===== src/hdl/lfsr_range_shuffle_unit_assert.svh =====
// assertion macros shared by the shuffle unit modules
// expects signals clk and arst_n in the including module
`ifndef LFSR_RANGE_SHUFFLE_UNIT_ASSERT_SVH
`define LFSR_RANGE_SHUFFLE_UNIT_ASSERT_SVH

// same-cycle implication, checked outside reset
`define LRS_ASSERT_NOW(lbl, ante, cons, msg) \
	lbl: assert property (@(posedge clk) disable iff (!arst_n) (ante) |-> (cons)) \
		else $error(msg);

// next-cycle implication, checked outside reset
`define LRS_ASSERT_NEXT(lbl, ante, cons, msg) \
	lbl: assert property (@(posedge clk) disable iff (!arst_n) (ante) |=> (cons)) \
		else $error(msg);

`endif


===== src/hdl/lrs_pkg.sv =====
// shared types, constants and tap table for the lfsr range shuffle unit
// no dependencies
package lrs_pkg;

	localparam int MAX_BITS   = 32;
	localparam int DATA_W     = 32;
	localparam int EXP_W      = 5;
	localparam int SKIP_LIMIT = 256;
	localparam int SKIP_CNT_W = $clog2(SKIP_LIMIT);
	localparam int CFG_IDX_W  = 1;

	localparam logic [DATA_W-1:0] SEED_RESET = 32'hABCD_EFED;

	// tap masks per width exponent, each gives a full-period sequence
	localparam logic [7:0] TAP_TABLE [32] = '{
		8'd1,  8'd3,  8'd3,  8'd3,  8'd5,  8'd3,  8'd3,  8'd29,
		8'd17, 8'd9,  8'd5,  8'd83, 8'd27, 8'd43, 8'd3,  8'd45,
		8'd9,  8'd129, 8'd39, 8'd9, 8'd5,  8'd3,  8'd33, 8'd27,
		8'd9,  8'd71, 8'd39, 8'd9,  8'd5,  8'd83, 8'd9,  8'd197
	};

	typedef enum logic [1:0] {
		OP_START   = 2'd0,
		OP_NEXT    = 2'd1,
		OP_RESTORE = 2'd2
	} opcode_t;

	typedef enum logic [CFG_IDX_W-1:0] {
		REG_RANGE_SIZE = 1'b0,
		REG_SEED_VALUE = 1'b1
	} cfg_reg_t;

	typedef enum logic [2:0] {
		S_IDLE,
		S_START,
		S_FIND,
		S_SEED,
		S_SKIP,
		S_RESULT
	} state_t;

	typedef struct packed {
		logic [1:0]        opcode;
		logic [DATA_W-1:0] restore_value;
	} req_t;

	typedef struct packed {
		logic [DATA_W-1:0] number;
		logic              cycle_done;
	} rsp_t;

	// controller to datapath
	typedef struct packed {
		logic capture;
		logic start_clr;
		logic find;
		logic seed;
		logic skip;
		logic restore;
		logic next_mode;
		logic out_load;
	} cmd_t;

	// datapath to controller
	typedef struct packed {
		logic range_zero;
		logic active_zero;
		logic seed_above;
		logic skip_last;
		logic out_free;
	} status_t;

endpackage


===== src/hdl/lrs_ctrl.sv =====
// sequencing state machine for the lfsr range shuffle unit
// depends on lrs_pkg and lfsr_range_shuffle_unit_assert.svh
`include "lfsr_range_shuffle_unit_assert.svh"

module lrs_ctrl (
	input  logic             clk,
	input  logic             arst_n,
	input  logic             req_valid,
	output logic             req_ready,
	input  logic [1:0]       opcode,
	input  lrs_pkg::status_t status,
	output lrs_pkg::cmd_t    cmd
);
	import lrs_pkg::*;

	state_t     state_q, state_d;
	logic [1:0] op_q;

	always_ff @(posedge clk or negedge arst_n) begin
		if (!arst_n) begin
			state_q <= S_IDLE;
			op_q    <= OP_START;
		end else begin
			state_q <= state_d;
			if (req_valid && req_ready) begin
				op_q <= opcode;
			end
		end
	end

	always_comb begin
		state_d       = state_q;
		req_ready     = 1'b0;
		cmd           = '0;
		cmd.restore   = (op_q == OP_RESTORE);
		cmd.next_mode = (op_q == OP_NEXT);
		unique case (state_q)
			S_IDLE: begin
				req_ready = 1'b1;
				if (req_valid) begin
					cmd.capture = 1'b1;
					if (opcode == OP_START || opcode == OP_RESTORE) begin
						state_d = S_START;
					end else if (opcode == OP_NEXT && !status.active_zero) begin
						state_d = S_SKIP;
					end else begin
						state_d = S_RESULT;
					end
				end
			end
			S_START: begin
				cmd.start_clr = 1'b1;
				state_d = status.range_zero ? S_RESULT : S_FIND;
			end
			S_FIND: begin
				cmd.find = 1'b1;
				state_d  = S_SEED;
			end
			S_SEED: begin
				cmd.seed = 1'b1;
				state_d  = status.seed_above ? S_SKIP : S_RESULT;
			end
			S_SKIP: begin
				cmd.skip = 1'b1;
				if (status.skip_last) begin
					state_d = S_RESULT;
				end
			end
			S_RESULT: begin
				if (status.out_free) begin
					cmd.out_load = 1'b1;
					state_d      = S_IDLE;
				end
			end
			default: state_d = S_IDLE;
		endcase
	end

	`LRS_ASSERT_NEXT(a_accept_leaves_idle, req_valid && req_ready, state_q != S_IDLE, "accepted request did not start work")
	`LRS_ASSERT_NOW(a_seed_after_find, state_q == S_SEED, $past(state_q) == S_FIND, "seed step not preceded by width search")
	`LRS_ASSERT_NEXT(a_find_after_nonzero, state_q == S_START && !status.range_zero, state_q == S_FIND, "nonzero size start skipped width search")

endmodule


===== src/hdl/lrs_datapath.sv =====
// registers, lfsr step logic and result register of the shuffle unit
// depends on lrs_pkg and lfsr_range_shuffle_unit_assert.svh
`include "lfsr_range_shuffle_unit_assert.svh"

module lrs_datapath (
	input  logic                          clk,
	input  logic                          arst_n,
	input  lrs_pkg::cmd_t                 cmd,
	output lrs_pkg::status_t              status,
	input  lrs_pkg::req_t                 req,
	input  logic                          cfg_we,
	input  logic [lrs_pkg::CFG_IDX_W-1:0] cfg_index,
	input  logic [lrs_pkg::DATA_W-1:0]    cfg_data,
	output logic                          rsp_valid,
	input  logic                          rsp_ready,
	output lrs_pkg::rsp_t                 rsp
);
	import lrs_pkg::*;

	logic [DATA_W-1:0]     range_size_q, seed_q;
	logic [DATA_W-1:0]     lfsr_q, start_q, size_q, hold_q, rv_q;
	logic [EXP_W-1:0]      exp_q;
	logic                  wrapped_q;
	logic [SKIP_CNT_W-1:0] cnt_q;
	logic                  out_valid_q;
	rsp_t                  rsp_q;

	logic [DATA_W-1:0] adv, seeded, masked, top_bit;
	logic [7:0]        tap;
	logic [EXP_W-1:0]  exp_found;

	// one galois step at the current width
	always_comb begin
		tap     = TAP_TABLE[exp_q];
		top_bit = DATA_W'(1) << exp_q;
		if (lfsr_q[0]) begin
			adv = ((lfsr_q ^ DATA_W'(tap)) >> 1) | top_bit;
		end else begin
			adv = lfsr_q >> 1;
		end
	end

	// highest set bit of the latched size, limited to the widest lfsr
	always_comb begin
		exp_found = '0;
		for (int i = 1; i < DATA_W; i++) begin
			if (size_q[i]) begin
				exp_found = EXP_W'(i);
			end
		end
		if (exp_found > EXP_W'(MAX_BITS - 1)) begin
			exp_found = EXP_W'(MAX_BITS - 1);
		end
	end

	// seed, zero taken as one, masked to exp+1 bits
	always_comb begin
		seeded = (seed_q == '0) ? DATA_W'(1) : seed_q;
		masked = seeded & ~({{(DATA_W-1){1'b1}}, 1'b0} << exp_q);
	end

	always_comb begin
		status.range_zero  = (range_size_q == '0);
		status.active_zero = (size_q == '0);
		status.seed_above  = (masked > size_q);
		status.skip_last   = (adv <= size_q) || (cnt_q == SKIP_CNT_W'(SKIP_LIMIT - 1));
		status.out_free    = !out_valid_q || rsp_ready;
	end

	// configuration registers
	always_ff @(posedge clk or negedge arst_n) begin
		if (!arst_n) begin
			range_size_q <= '0;
			seed_q       <= SEED_RESET;
		end else if (cfg_we) begin
			unique case (cfg_index)
				REG_RANGE_SIZE: range_size_q <= cfg_data;
				REG_SEED_VALUE: seed_q       <= cfg_data;
				default: ;
			endcase
		end
	end

	always_ff @(posedge clk or negedge arst_n) begin
		if (!arst_n) begin
			lfsr_q    <= DATA_W'(1);
			start_q   <= DATA_W'(1);
			size_q    <= '0;
			exp_q     <= '0;
			wrapped_q <= 1'b0;
			cnt_q     <= '0;
		end else begin
			if (cmd.capture) begin
				cnt_q <= '0;
			end
			if (cmd.start_clr) begin
				wrapped_q <= 1'b0;
				if (!status.range_zero) begin
					size_q <= range_size_q;
				end else if (cmd.restore) begin
					lfsr_q <= rv_q;
				end
			end
			if (cmd.find) begin
				exp_q <= exp_found;
			end
			if (cmd.seed) begin
				cnt_q <= '0;
				if (status.seed_above) begin
					lfsr_q <= masked;
				end else begin
					start_q <= masked;
					lfsr_q  <= cmd.restore ? rv_q : masked;
				end
			end
			if (cmd.skip) begin
				cnt_q <= cnt_q + SKIP_CNT_W'(1);
				if (!status.skip_last) begin
					lfsr_q <= adv;
				end else if (cmd.next_mode) begin
					lfsr_q <= adv;
					if (adv == start_q) begin
						wrapped_q <= 1'b1;
					end
				end else begin
					start_q <= adv;
					lfsr_q  <= cmd.restore ? rv_q : adv;
				end
			end
		end
	end

	// holding registers for the lfsr value and the restore payload, loaded when a request is taken
	always_ff @(posedge clk) begin
		if (cmd.capture) begin
			hold_q <= lfsr_q;
			rv_q   <= req.restore_value;
		end
	end

	// result register
	always_ff @(posedge clk or negedge arst_n) begin
		if (!arst_n) begin
			out_valid_q <= 1'b0;
		end else if (cmd.out_load) begin
			out_valid_q <= 1'b1;
		end else if (rsp_ready) begin
			out_valid_q <= 1'b0;
		end
	end

	always_ff @(posedge clk) begin
		if (cmd.out_load) begin
			rsp_q.number     <= cmd.next_mode ? hold_q : lfsr_q;
			rsp_q.cycle_done <= wrapped_q;
		end
	end

	assign rsp_valid = out_valid_q;
	assign rsp       = rsp_q;

	`LRS_ASSERT_NOW(a_load_into_free_slot, cmd.out_load, !out_valid_q || rsp_ready, "result overwrote an untaken result")
	`LRS_ASSERT_NEXT(a_start_recorded, cmd.skip && status.skip_last && !cmd.next_mode && !cmd.restore, lfsr_q == start_q, "start value not recorded after skip")
	`LRS_ASSERT_NEXT(a_wrap_flag_set, cmd.skip && status.skip_last && cmd.next_mode && adv == start_q, wrapped_q, "return to start value did not raise the cycle flag")

endmodule


===== src/hdl/lfsr_range_shuffle_unit.sv =====
// top level of the lfsr range shuffle unit: controller plus datapath
// depends on lrs_pkg, lrs_ctrl and lrs_datapath
//
//  channel | direction | handshake               | payload
//  --------+-----------+-------------------------+------------------------------
//  req     | in        | req_valid / req_ready   | opcode, restore_value
//  rsp     | out       | rsp_valid / rsp_ready   | number, cycle_done
//  cfg     | in        | cfg_we                  | cfg_index, cfg_data
//
// next runs k lfsr steps in the skip state to land in range (1 to 256, about 2 on
// average) on the single shared lfsr step unit; start and restore run start, width
// search and seed, plus the k skip steps when the masked seed is above size, or only
// start when range_size is zero; opcode 3, or next before any size, goes to result
// arst_n resets the state machine, lfsr and start value to 1, and clears size and cycle flag
// the result register lets a finished result wait while the next request is taken;
// a second result waits in the result state until rsp_ready frees the register
module lfsr_range_shuffle_unit (
	input  logic                          clk,
	input  logic                          arst_n,
	// request channel
	input  logic                          req_valid,
	output logic                          req_ready,
	input  lrs_pkg::req_t                 req,
	// result channel
	output logic                          rsp_valid,
	input  logic                          rsp_ready,
	output lrs_pkg::rsp_t                 rsp,
	// configuration writes
	input  logic                          cfg_we,
	input  logic [lrs_pkg::CFG_IDX_W-1:0] cfg_index,
	input  logic [lrs_pkg::DATA_W-1:0]    cfg_data
);
	import lrs_pkg::*;

	// commands from the sequencer, flags back from the datapath
	cmd_t    cmd;
	status_t status;

	// sequencer: walks start, width search, seeding, skip steps and result
	lrs_ctrl u_ctrl (
		.clk       (clk),
		.arst_n    (arst_n),
		.req_valid (req_valid),
		.req_ready (req_ready),
		.opcode    (req.opcode),
		.status    (status),
		.cmd       (cmd)
	);

	// datapath: config registers, lfsr step, range compare, result register
	lrs_datapath u_datapath (
		.clk       (clk),
		.arst_n    (arst_n),
		.cmd       (cmd),
		.status    (status),
		.req       (req),
		.cfg_we    (cfg_we),
		.cfg_index (cfg_index),
		.cfg_data  (cfg_data),
		.rsp_valid (rsp_valid),
		.rsp_ready (rsp_ready),
		.rsp       (rsp)
	);

endmodule

===== config.mk =====
export PLATFORM = sky130hd
export DESIGN_NAME = lfsr_range_shuffle_unit
export DESIGN_NICKNAME = d
export VERILOG_FILES = /design/src/hdl/lrs_pkg.sv /design/src/hdl/lrs_ctrl.sv /design/src/hdl/lrs_datapath.sv /design/src/hdl/lfsr_range_shuffle_unit.sv
export VERILOG_INCLUDE_DIRS = /design/src /design/src/hdl
export SDC_FILE = /design/constraint.sdc
export NUM_CORES = 1
export LEC_CHECK = 0
export BUFFER_PORTS_ARGS = -buffer_cell sky130_fd_sc_hd__buf_4
export CAP_MARGIN = 25
export CORE_MARGIN = 2
export CORE_UTILIZATION = 65
export DETAILED_ROUTE_END_ITERATION = 10
export PLACE_DENSITY = 0.85
export SYNTH_ARGS = -nofsm -noshare
export SYNTH_HDL_FRONTEND = slang
export SYNTH_SLANG_ARGS = --single-unit

===== constraint.sdc =====
create_clock -name clk -period 7.7 [get_ports clk]
set_input_delay 0.385 -clock clk [delete_from_list [all_inputs] [get_ports clk]]
set_output_delay 0.385 -clock clk [all_outputs]
set_load 0.02 [all_outputs]

; ---- Word-level counts from Yosys, hierarchy flattened
; Memories as Yosys holds them, arrays and structs flattened.
; Index checks and enable logic that the tools add are counted.
[classes]
n_reduce_logical = 22
n_lt_le_gt_ge = 4
bitwise_logic = 7
n_shift = 2
n_eq_ne = 14
n_addsub = 1
muxes = 79
[ops]
columns = operator, count
row1 = $mux W32, 18
row2 = $mux W5, 31
row3 = $logic_not A32 Y1, 3
row4 = $mux W8, 5
row5 = $and A32 B32 Y32, 1
row6 = $eq A32 B32 Y1, 1
row7 = $gt A32 B32 Y1, 1
row8 = $le A32 B32 Y1, 1
row9 = $not A32 Y32, 1
row10 = $or A31 B32 Y32, 1
row11 = $shl A1 B5 Y32 const A, 1
row12 = $shl A32 B5 Y32 const A, 1
row13 = $xor A32 B8 Y32, 1
row14 = $mux W1, 19
row15 = $pmux W3 S6, 1
row16 = $mux W3, 5
row17 = $reduce_bool A3 Y1, 4
row18 = $add A8 B1 Y8 const B, 1
row19 = $eq A8 B8 Y1 const B, 1
row20 = $eq A3 B2 Y1 const B, 2
row21 = $eq A3 B3 Y1 const B, 2
row22 = $ge A6 B6 Y1 const B, 1
row23 = $ne A2 B2 Y1 const B, 3
row24 = $not A5 Y6, 1
row25 = other kinds (13), 23
[totals]
inputBits = 72
mem_bits_ro = 256
n_memories = 1
ff_bits = 277
out_inout_bits = 35
word_cells = 145
[mem_list]
columns = memory, depth, width, read_ports, rd_clocked_by_memory_dff, wr, line_no
row1 = (no name shown), 32, 8, 1, 0, 0, lrs_datapath.sv:34  ; tap = TAP_TABLE[exp_q];

; ---- Logic depth before layout (Yosys ltp)
; Gate-level depths: netlist of the first run.
[depth]
word_depth = 33
depth_mapped = 20

; ---- Modules after synthesis
; From an unflattened synthesis of the first run, not the netlist that was laid out.
[unflattened]
hier_cells = 1310
area_unflattened_um2 = 15308.4
[by_module_without_submodules]
columns = mod, cells_per_inst, n_inst, area_per_inst_um2, seq_area_each_um2
row1 = lrs_datapath, 1270, 1, 14933.1, 7323.3
row2 = lrs_ctrl, 40, 1, 375.4, 125.1

; ---- Worst setup path after synthesis of the first run
; No wires, ideal clock.
[synth_path]
kind = flip-flop to flip-flop
start = register u_ctrl.state_q[2]
end = register u_datapath.cnt_q[2]
path_slack_ns = 3.675
arrival_time_ns = 3.894
setup_ns = 0.131
path_stages_with_launch = 8
path_cell_list = dfrtp_1 clkbuf_1 nor3_1 and2_1 clkbuf_1 nor2_1 o21ai_0 o21ai_0
[synth_lines]
columns = item, line_no
row1 = "start, declared", lrs_ctrl.sv:16  ; state_t state_q, state_d;
row2 = "start signal, assigned", lrs_ctrl.sv:24  ; state_q <= state_d;
row3 = "end signal, assigned", lrs_datapath.sv:117  ; cnt_q <= cnt_q + SKIP_CNT_W'(1);
row4 = "end, declared", lrs_datapath.sv:24  ; logic [SKIP_CNT_W-1:0] cnt_q;

; ---- Worst setup path in the final report of the first run
[layout_path]
start = register u_datapath.exp_q[1]
end = register u_datapath.lfsr_q[8]
[layout_via]
elab_chain_len = 11
word_cells_on_any_way = 21
classes_between = order compare: 2 / shift: 2 / mux: 10 / bitwise: 5 / reduce/logical: 1 / memory: 1
[layout_rtl]
columns = item, line_no
row1 = "start, declared", lrs_datapath.sv:22  ; logic [EXP_W-1:0] exp_q;
row2 = "start signal, assigned", lrs_datapath.sv:105  ; exp_q <= exp_found;
row3 = $not A5 Y6 (implied by the code), lrs_datapath.sv:34
row4 = $mem_v2 Z32 W8, --
row5 = $mux W8 (implied by the code) (2 in series), lrs_datapath.sv:34
row6 = $xor A32 B8 Y32, lrs_datapath.sv:37  ; adv = ((lfsr_q ^ DATA_W'(tap)) >> 1) | top_bit;
row7 = $or A31 B32 Y32, lrs_datapath.sv:37
row8 = $mux W32, lrs_datapath.sv:36  ; if (lfsr_q[0]) begin
row9 = $le A32 B32 Y1, lrs_datapath.sv:66  ; status.skip_last = (adv <= size_q) || (cnt_q == SKIP_CNT_W'(SKIP_LIMIT - 1));
row10 = $logic_or A1 B1 Y1, lrs_datapath.sv:66
row11 = $mux W32, lrs_datapath.sv:118  ; if (!status.skip_last) begin
row12 = $mux W32 *, lrs_datapath.sv:116  ; if (cmd.skip) begin
row13 = "end signal, assigned", lrs_datapath.sv:113  ; lfsr_q <= cmd.restore ? rv_q : masked;
row14 = "end signal, assigned", lrs_datapath.sv:119  ; lfsr_q <= adv;
row15 = "end signal, assigned", lrs_datapath.sv:121  ; lfsr_q <= adv;
row16 = "end, declared", lrs_datapath.sv:21  ; logic [DATA_W-1:0] lfsr_q, start_q, size_q, hold_q, rv_q;
; Mark *: on every way between the ends. The rest lies on a longest branch, timed or not. The select of a mux whose other input is x is not followed.
; A chain may end at the register's enable or synchronous reset.

==> results_dict.tcl, run 1 <==
set metrics [dict create \
    synth_edf_count 97 \
    slew_violations 0 \
    reg2reg_from "u_datapath.exp_q[1]$_DFFE_PN0P_" \
    clk-insertion-delay-late_ns 0.56 \
    cts_root_buf "clkbuf_16" \
    drtIter0Drc 1358 \
    fin_crit_sh_pct 69.22 \
    r2r_setup_slack_ns 2.37 \
    leakage_nw 6.901 \
    grt_pass1_vias 11288 \
    critPathKind "flip-flop to flip-flop" \
    netlist-cell-type-count 79 \
    wl_per_cell_um 24.38 \
    min_path_cells 1 \
    dieArea_um2 23830 \
    crit_start "u_datapath.exp_q[1]$_DFFE_PN0P_" \
    cts_tree "built" \
    area_growth_pct 15.41 \
    cts.sinks 277 \
    synthTopCellsByCount "155 x dfrtp_1, 130 x mux2_2, 97 x edfxtp_1" \
    reg2regPathDepth 14 \
    coreArea_um2 22430 \
    grt_pass1_wl_um 64730 \
    final_cell_count_no_fill 1726 \
    r2r_end "u_datapath.lfsr_q[8]$_DFFE_PN0P_" \
    finalSetupViolCount 0 \
    fmaxAchievable_mhz 187.6 \
    yosysMostFrequentCell "dfrtp_1" \
    drv_cap 0 \
    grt_max_degree 68 \
    cp.arrival_ns 5.79 \
    rsz0062_at_grt "no" \
    ant_nets 0 \
    hold_viol 0 \
    cts_resized 0 \
    required_ns 8.16 \
    num_antenna_cells 0 \
    synth.area.top_cells "dfrtp_1 26%, edfxtp_1 20%, mux2_2 10%" \
    num_vias 11410 \
    worst_pin_slew_ns 0.9636 \
    cts_buffer_depth 3 \
    hold_buffers 22 \
    worstHoldEndpoint "u_datapath.rv_q[19]$_DFFE_PP_" \
    wirelength_um 42070 \
    grt_antenna_before_repair 0 \
    ioPinCount 107 \
    endpoint_kind "flip-flop" \
    timing.slew.headroom_pct 35.19 \
    dp_cells 1645 \
    cts_buffers 29 \
    synth.avg_cell_area_um2 11.29 \
    yosysTopAreaCell "dfrtp_1" \
    via_per_inst 6.611 \
    synth_area_um2 14690 \
    num-nets-final 1562 \
    clkTransAtPathRegs_ns 0.06 \
    place_congestion 0.9610 \
    synth.ff_latch_count 277 \
    die_h_um 154.4 \
    synthCells 1302 \
    min_period_ns 5.330 \
    track_usage_pct 35.32 \
    start_kind "flip-flop" \
    synth_nets 1446 \
    ys_seq_area_share_pct 50.69 \
    ctsHtreeMaxLevel 1 \
    synthFlopType "dfrtp_1" \
    synth_top_area_share_pct 26.40 \
    power_density_nw_per_um2 446.6 \
    port_buffers 106 \
    skew_ns 0.01068 \
    cts_setup_buffers 0 \
    initial_utilization_pct 65.50 \
    drive_gt1_share_pct 24.22 \
    async_flop_share_pct 64.98 \
    hold_class "input pin to flip-flop" \
    hpwlAfterDp_um 30000 \
    grt_overflow_total 0 \
    drc 0 \
    fp-row-count 55 \
    dr.pass1.iters 7 \
    max-vdd-ir-drop_mv 0.3056 \
    setup_tns_ns 0 \
    status "complete, no violations" \
    critical_path_peak_fanout 26 \
    die_x_um 154.4 \
    yosys_warnings 0 \
    hp-start "req[19]" \
]
area by class of cell:
cell class / instances / area, µm²
well taps: 285 / 356.6
fillers: 1440 / 5475
inverters: 71 / 266.5
flip-flops and latches: 277 / 7448
clock buffers: 38 / 799.5
repair buffers: 146 / 1202
multi-input cells: 893 / 6685
clock inverters: 16 / 200.2
placed cells by master, fill, tap and decap left out, types with 10 or more instances in the layout:
| master | count |
|---|---|
| o21ai_1 | 14 |
| mux2_2 | 130 |
| a211oi_1 | 29 |
| a31oi_1 | 19 |
| inv_1 | 71 |
| nand4_1 | 29 |
| dfrtp_1 | 155 |
| nand3_1 | 17 |
| a21oi_1 | 61 |
| nor2_1 | 83 |
| and3_1 | 10 |
| clkbuf_16 | 29 |
| buf_4 | 117 |
| dfstp_2 | 25 |
| nor4_1 | 25 |
| xnor2_1 | 24 |
| dlygate4sd3_1 | 25 |
| nor3_1 | 17 |
| and2_1 | 10 |
| nand2_1 | 86 |
| o22ai_1 | 29 |
| mux2i_1 | 43 |
| ha_1 | 72 |
| o21ai_0 | 65 |
| edfxtp_1 | 97 |
| nor2b_1 | 10 |
routing by layer:
metal	track usage [%]	part of all wire, %
met2	54.77	45
met5	0	0
met1	50.21	41
met3	4.315	8.5
met4	17.11	5.2
how the worst max path moves through the flow:
stage	to	slack, ns	cells after the start
2_1_floorplan	u_datapath.cnt_q[2]$_DFFE_PN0P_	3.67	7
3_3_place_gp	u_datapath.start_q[16]$_DFF_PN0_	2.48	15
3_5_place_dp	u_datapath.start_q[22]$_DFF_PN0_	2.46	15
4_1_cts	u_datapath.lfsr_q[8]$_DFFE_PN0P_	2.41	12
5_1_grt	u_datapath.lfsr_q[8]$_DFFE_PN0P_	2.16	14
6_report	u_datapath.lfsr_q[8]$_DFFE_PN0P_	2.37	14
critical path: stages, from the launching register on:
cell	delay (ns)
dfrtp_1	0.68
inv_1	0.18
ha_1	0.43
and2_1	0.31
a21oi_1	0.52
inv_1	0.11
ha_1	0.34
nand4_1	0.13
nor4_1	0.78
nand3_1	0.16
a31oi_1	0.31
a211o_4	0.22
a2bb2oi_4	0.66
nor2_1	0.14
a211oi_1	0.24
cell families (layout without fill, tap and decap cells):
kind of cell | Yosys count | after routing | synth area share [%]
AND/OR/NAND/NOR | 318 | 318 | 10.65
flip-flops | 277 | 277 | 50.69
adder cells (fa/ha/maj) | 72 | 72 | 6.131
buffers and inverters | 132 | 271 | 3.908
XOR/XNOR | 30 | 30 | 1.788
multiplexers | 177 | 177 | 13.50
AO/OA/AOI/OAI | 296 | 296 | 13.33
sequential cells by signal, indices dropped and copies added (netlist names):
| register | count |
|---|---|
| u_datapath.rsp_valid | 1 |
| u_datapath.cnt_q | 8 |
| u_datapath.exp_q | 5 |
| u_datapath.size_q | 32 |
| u_datapath.lfsr_q | 32 |
| u_datapath.rsp | 33 |
| u_datapath.hold_q | 32 |
| u_datapath.start_q | 32 |
| u_datapath.wrapped_q | 1 |
| u_ctrl.op_q | 2 |
| u_datapath.range_size_q | 32 |
| u_datapath.rv_q | 32 |
| u_ctrl.state_q | 3 |
| u_datapath.seed_q | 32 |
metrics by stage:
stage	worst slack [ns]	cell area [µm²]	power [mW]	utilization [%]	hold WS, ns
after floorplan	3.675	14690	4.897	-	0.08941
after global placement	2.478	15650	5.837	69.74	0.4106
after detailed placement	2.464	15660	5.955	69.81	0.4116
after CTS	2.413	16880	7.449	75.25	0.0002943
after global routing	2.162	16960	7.956	75.59	-0.005107
final	2.370	16960	7.573	75.59	0.007224
report_power, final:
part / internal [mW] / switching [mW] / leakage (nW)
sequential: 2.10 / 0.496 / 3.01
clock: 0.866 / 0.593 / 0.479
combinational: 1.40 / 2.12 / 3.41
Power figures use the tool's default switching activity.
==> run 2: changes to the inputs <==
--- a/config.mk
+++ b/config.mk
@@ -9,9 +9,9 @@
 export BUFFER_PORTS_ARGS = -buffer_cell sky130_fd_sc_hd__buf_4
 export CAP_MARGIN = 25
 export CORE_MARGIN = 2
-export CORE_UTILIZATION = 65
+export CORE_UTILIZATION = 55
 export DETAILED_ROUTE_END_ITERATION = 10
-export PLACE_DENSITY = 0.85
+export PLACE_DENSITY = 0.77
 export SYNTH_ARGS = -nofsm -noshare
 export SYNTH_HDL_FRONTEND = slang
 export SYNTH_SLANG_ARGS = --single-unit
==> constraint.sdc (replaced) <==
create_clock -name clk -period 4.4 [get_ports clk]
set_input_delay 0.22 -clock clk [delete_from_list [all_inputs] [get_ports clk]]
set_output_delay 0.22 -clock clk [all_outputs]
set_load 0.02 [all_outputs]
==> results_dict.tcl, run 2 (synthesized netlist as in run 1, its figures left out) <==
set metrics [dict create \
    status "finished with violations" \
    failed_checks "DRC" \
    design_area_um2 18100 \
    drive_gt1_share_pct 27.99 \
    hold_class "input pin to asynchronous set/reset pin" \
    grt_pass1_wl_um 65410 \
    clk-insertion-delay-late_ns 0.57 \
    cts.sinks 277 \
    wirelength_um 42310 \
    dr.pass1.iters 8 \
    mostFrequentLayoutCell "buf_4" \
    coreArea_um2 26130 \
    drc 12 \
    critPathKind "flip-flop to flip-flop" \
    num_antenna_cells 0 \
    rsz0062_at_grt "yes" \
    slew_violations 0 \
    max-vdd-ir-drop_mv 0.4449 \
    worst_pin_slew_ns 1.046 \
    cts_buffer_depth 3 \
    mostFrequentLayoutCells "184 x buf_4, 152 x dfrtp_1, 130 x mux2_2" \
    critical_path_peak_fanout 9 \
    reg2regPathDepth 14 \
    die_h_um 167.5 \
    drtIter0Drc 1146 \
    num_vias 11607 \
    report.power.total_mw 13.72 \
    via_per_inst 6.145 \
    hpwlAfterDp_um 31160 \
    cp.arrival_ns 4.64 \
    r2r_end "u_datapath.lfsr_q[1]$_DFFE_PN0P_" \
    grt_overflow_total 0 \
    hold_viol 0 \
    ioPinCount 107 \
    cts_tree "built" \
    wl_per_cell_um 22.40 \
    switching_share_pct 41.07 \
    ctsHtreeMaxLevel 1 \
    dieArea_um2 28040 \
    crit_end "u_datapath.lfsr_q[1]$_DFFE_PN0P_" \
    largest_register_ffs 33 \
    dp_cells 1765 \
    die_x_um 167.5 \
    area_growth_pct 23.20 \
    grt_pass1_vias 11512 \
    grt_antenna_before_repair 0 \
    p_seq_share_pct 32.7 \
    p_comb_share_pct 48.2 \
    cts_root_buf "clkbuf_16" \
    final_cell_count_no_fill 1889 \
    finalSetupViolCount 0 \
    clkTransAtPathRegs_ns 0.07 \
    r2r_setup_slack_ns 0.22 \
    grt_max_degree 114 \
    p_int_mw 8.084 \
    leakage_nw 7.442 \
    num-nets-final 1675 \
    p_clk_share_pct 19.1 \
    initial_utilization_pct 56.23 \
    timing.slew.headroom_pct 30.08 \
    dpl_cell_area_um2 16290 \
    reg2reg_from "u_datapath.seed_q[28]$_DFFE_PN0P_" \
    min_period_ns 4.183 \
    ant_nets 0 \
    place_congestion 0.9601 \
    endpoint_kind "flip-flop" \
    fin_crit_sh_pct 95.08 \
    skew_ns 0.02686 \
    start_kind "flip-flop" \
    cts_buffers 29 \
    port_buffers 106 \
    power_density_nw_per_um2 757.8 \
    fp-row-count 59 \
    required_ns 4.86 \
    crit_start "u_datapath.seed_q[28]$_DFFE_PN0P_" \
    drv_cap 0 \
    track_usage_pct 30.15 \
    p_sw_mw 5.635 \
    fmaxAchievable_mhz 239.0 \
]
[run 2: changes by cell type in the layout (fill, tap and decap cells not counted), sizes merged]
cell | previous run | this run
inv | 72 | 73
buf | 121 | 191
clkbuf | 38 | 37
clkinv | 7 | 6
dlygate4sd3 | 25 | 68
bufinv | 4 | 5
[run 2: worst min path at each step]
stage,start,end
floorplan,arst_n,u_ctrl.op_q[0]$_DFFE_PN0P_
global placement,req[30],u_datapath.rv_q[30]$_DFFE_PP_
detailed placement,req[3],u_datapath.rv_q[3]$_DFFE_PP_
CTS,req_valid,u_ctrl.state_q[2]$_DFFE_PN0P_
global route,arst_n,u_datapath.cnt_q[5]$_DFFE_PN0P_
finish,arst_n,u_datapath.cnt_q[5]$_DFFE_PN0P_
[run 2: through the flow]
stage                 TNS [ns]  hold slack, ns  util (%)  setup WS, ns
floorplan                    0        -0.07559         -        0.3747
global placement             0          0.3978     62.34      0.002035
detailed placement  -0.0001221          0.3993     62.34    -0.0001221
CTS                          0          0.1004     68.85       0.01640
global route         -0.002191         0.07570     69.28     -0.002191
finish                       0         0.06666     69.28        0.2167
[run 2: timing repair]
action,4_1_cts,5_1_grt
endpoints found under the hold margin,191,0
endpoints found under the setup margin,0,63
setup buffers,0,1
hold buffers,68,0
gates resized for setup,0,22
[run 2: power groups by stage]
stage	Combinational, mW	Sequential, mW	Clock [mW]
6_report	6.61	4.49	2.62
5_1_grt	7.18	4.59	2.75
3_5_place_dp	6.34	4.49	0
4_1_cts	6.44	4.45	2.64
2_1_floorplan	4.29	4.28	0
3_3_place_gp	6.18	4.45	0
[run 2: layout make-up]
| cell class | instances | area [µm²] |
|---|---|---|
| Clock buffer | 37 | 785.8 |
| Fill cell | 1920 | 8029 |
| Inverter | 71 | 266.5 |
| Timing Repair Buffer | 259 | 2192 |
| Multi-Input combinational cell | 893 | 6753 |
| Tap cell | 335 | 419.2 |
| Clock inverter | 17 | 235.2 |
| Sequential cell | 277 | 7452 |
[run 2: metal layers]
metal  share of wire, %  up-vias  track usage, %
met5                  0        -               0
met4                4.0        0           11.80
met3                7.5      102           5.152
met2                 46      527           47.90
met1                 43     5656           41.73
li1                   -     5322               -
[run 2: worst max-delay path, cell delays in order, from the launching register on]
cell and delay, ns:
dfrtp_1 0.42, nor4_2 0.32, nand4_1 0.21, nor2_1 0.17
and2b_4 0.24, and2_1 0.19, and3_1 0.23, ha_1 0.33
a211oi_1 0.20, nor3_1 0.09, a2111oi_2 0.40, o211ai_1 0.27
o21a_2 0.35, a221o_1 0.32, o32a_1 0.33
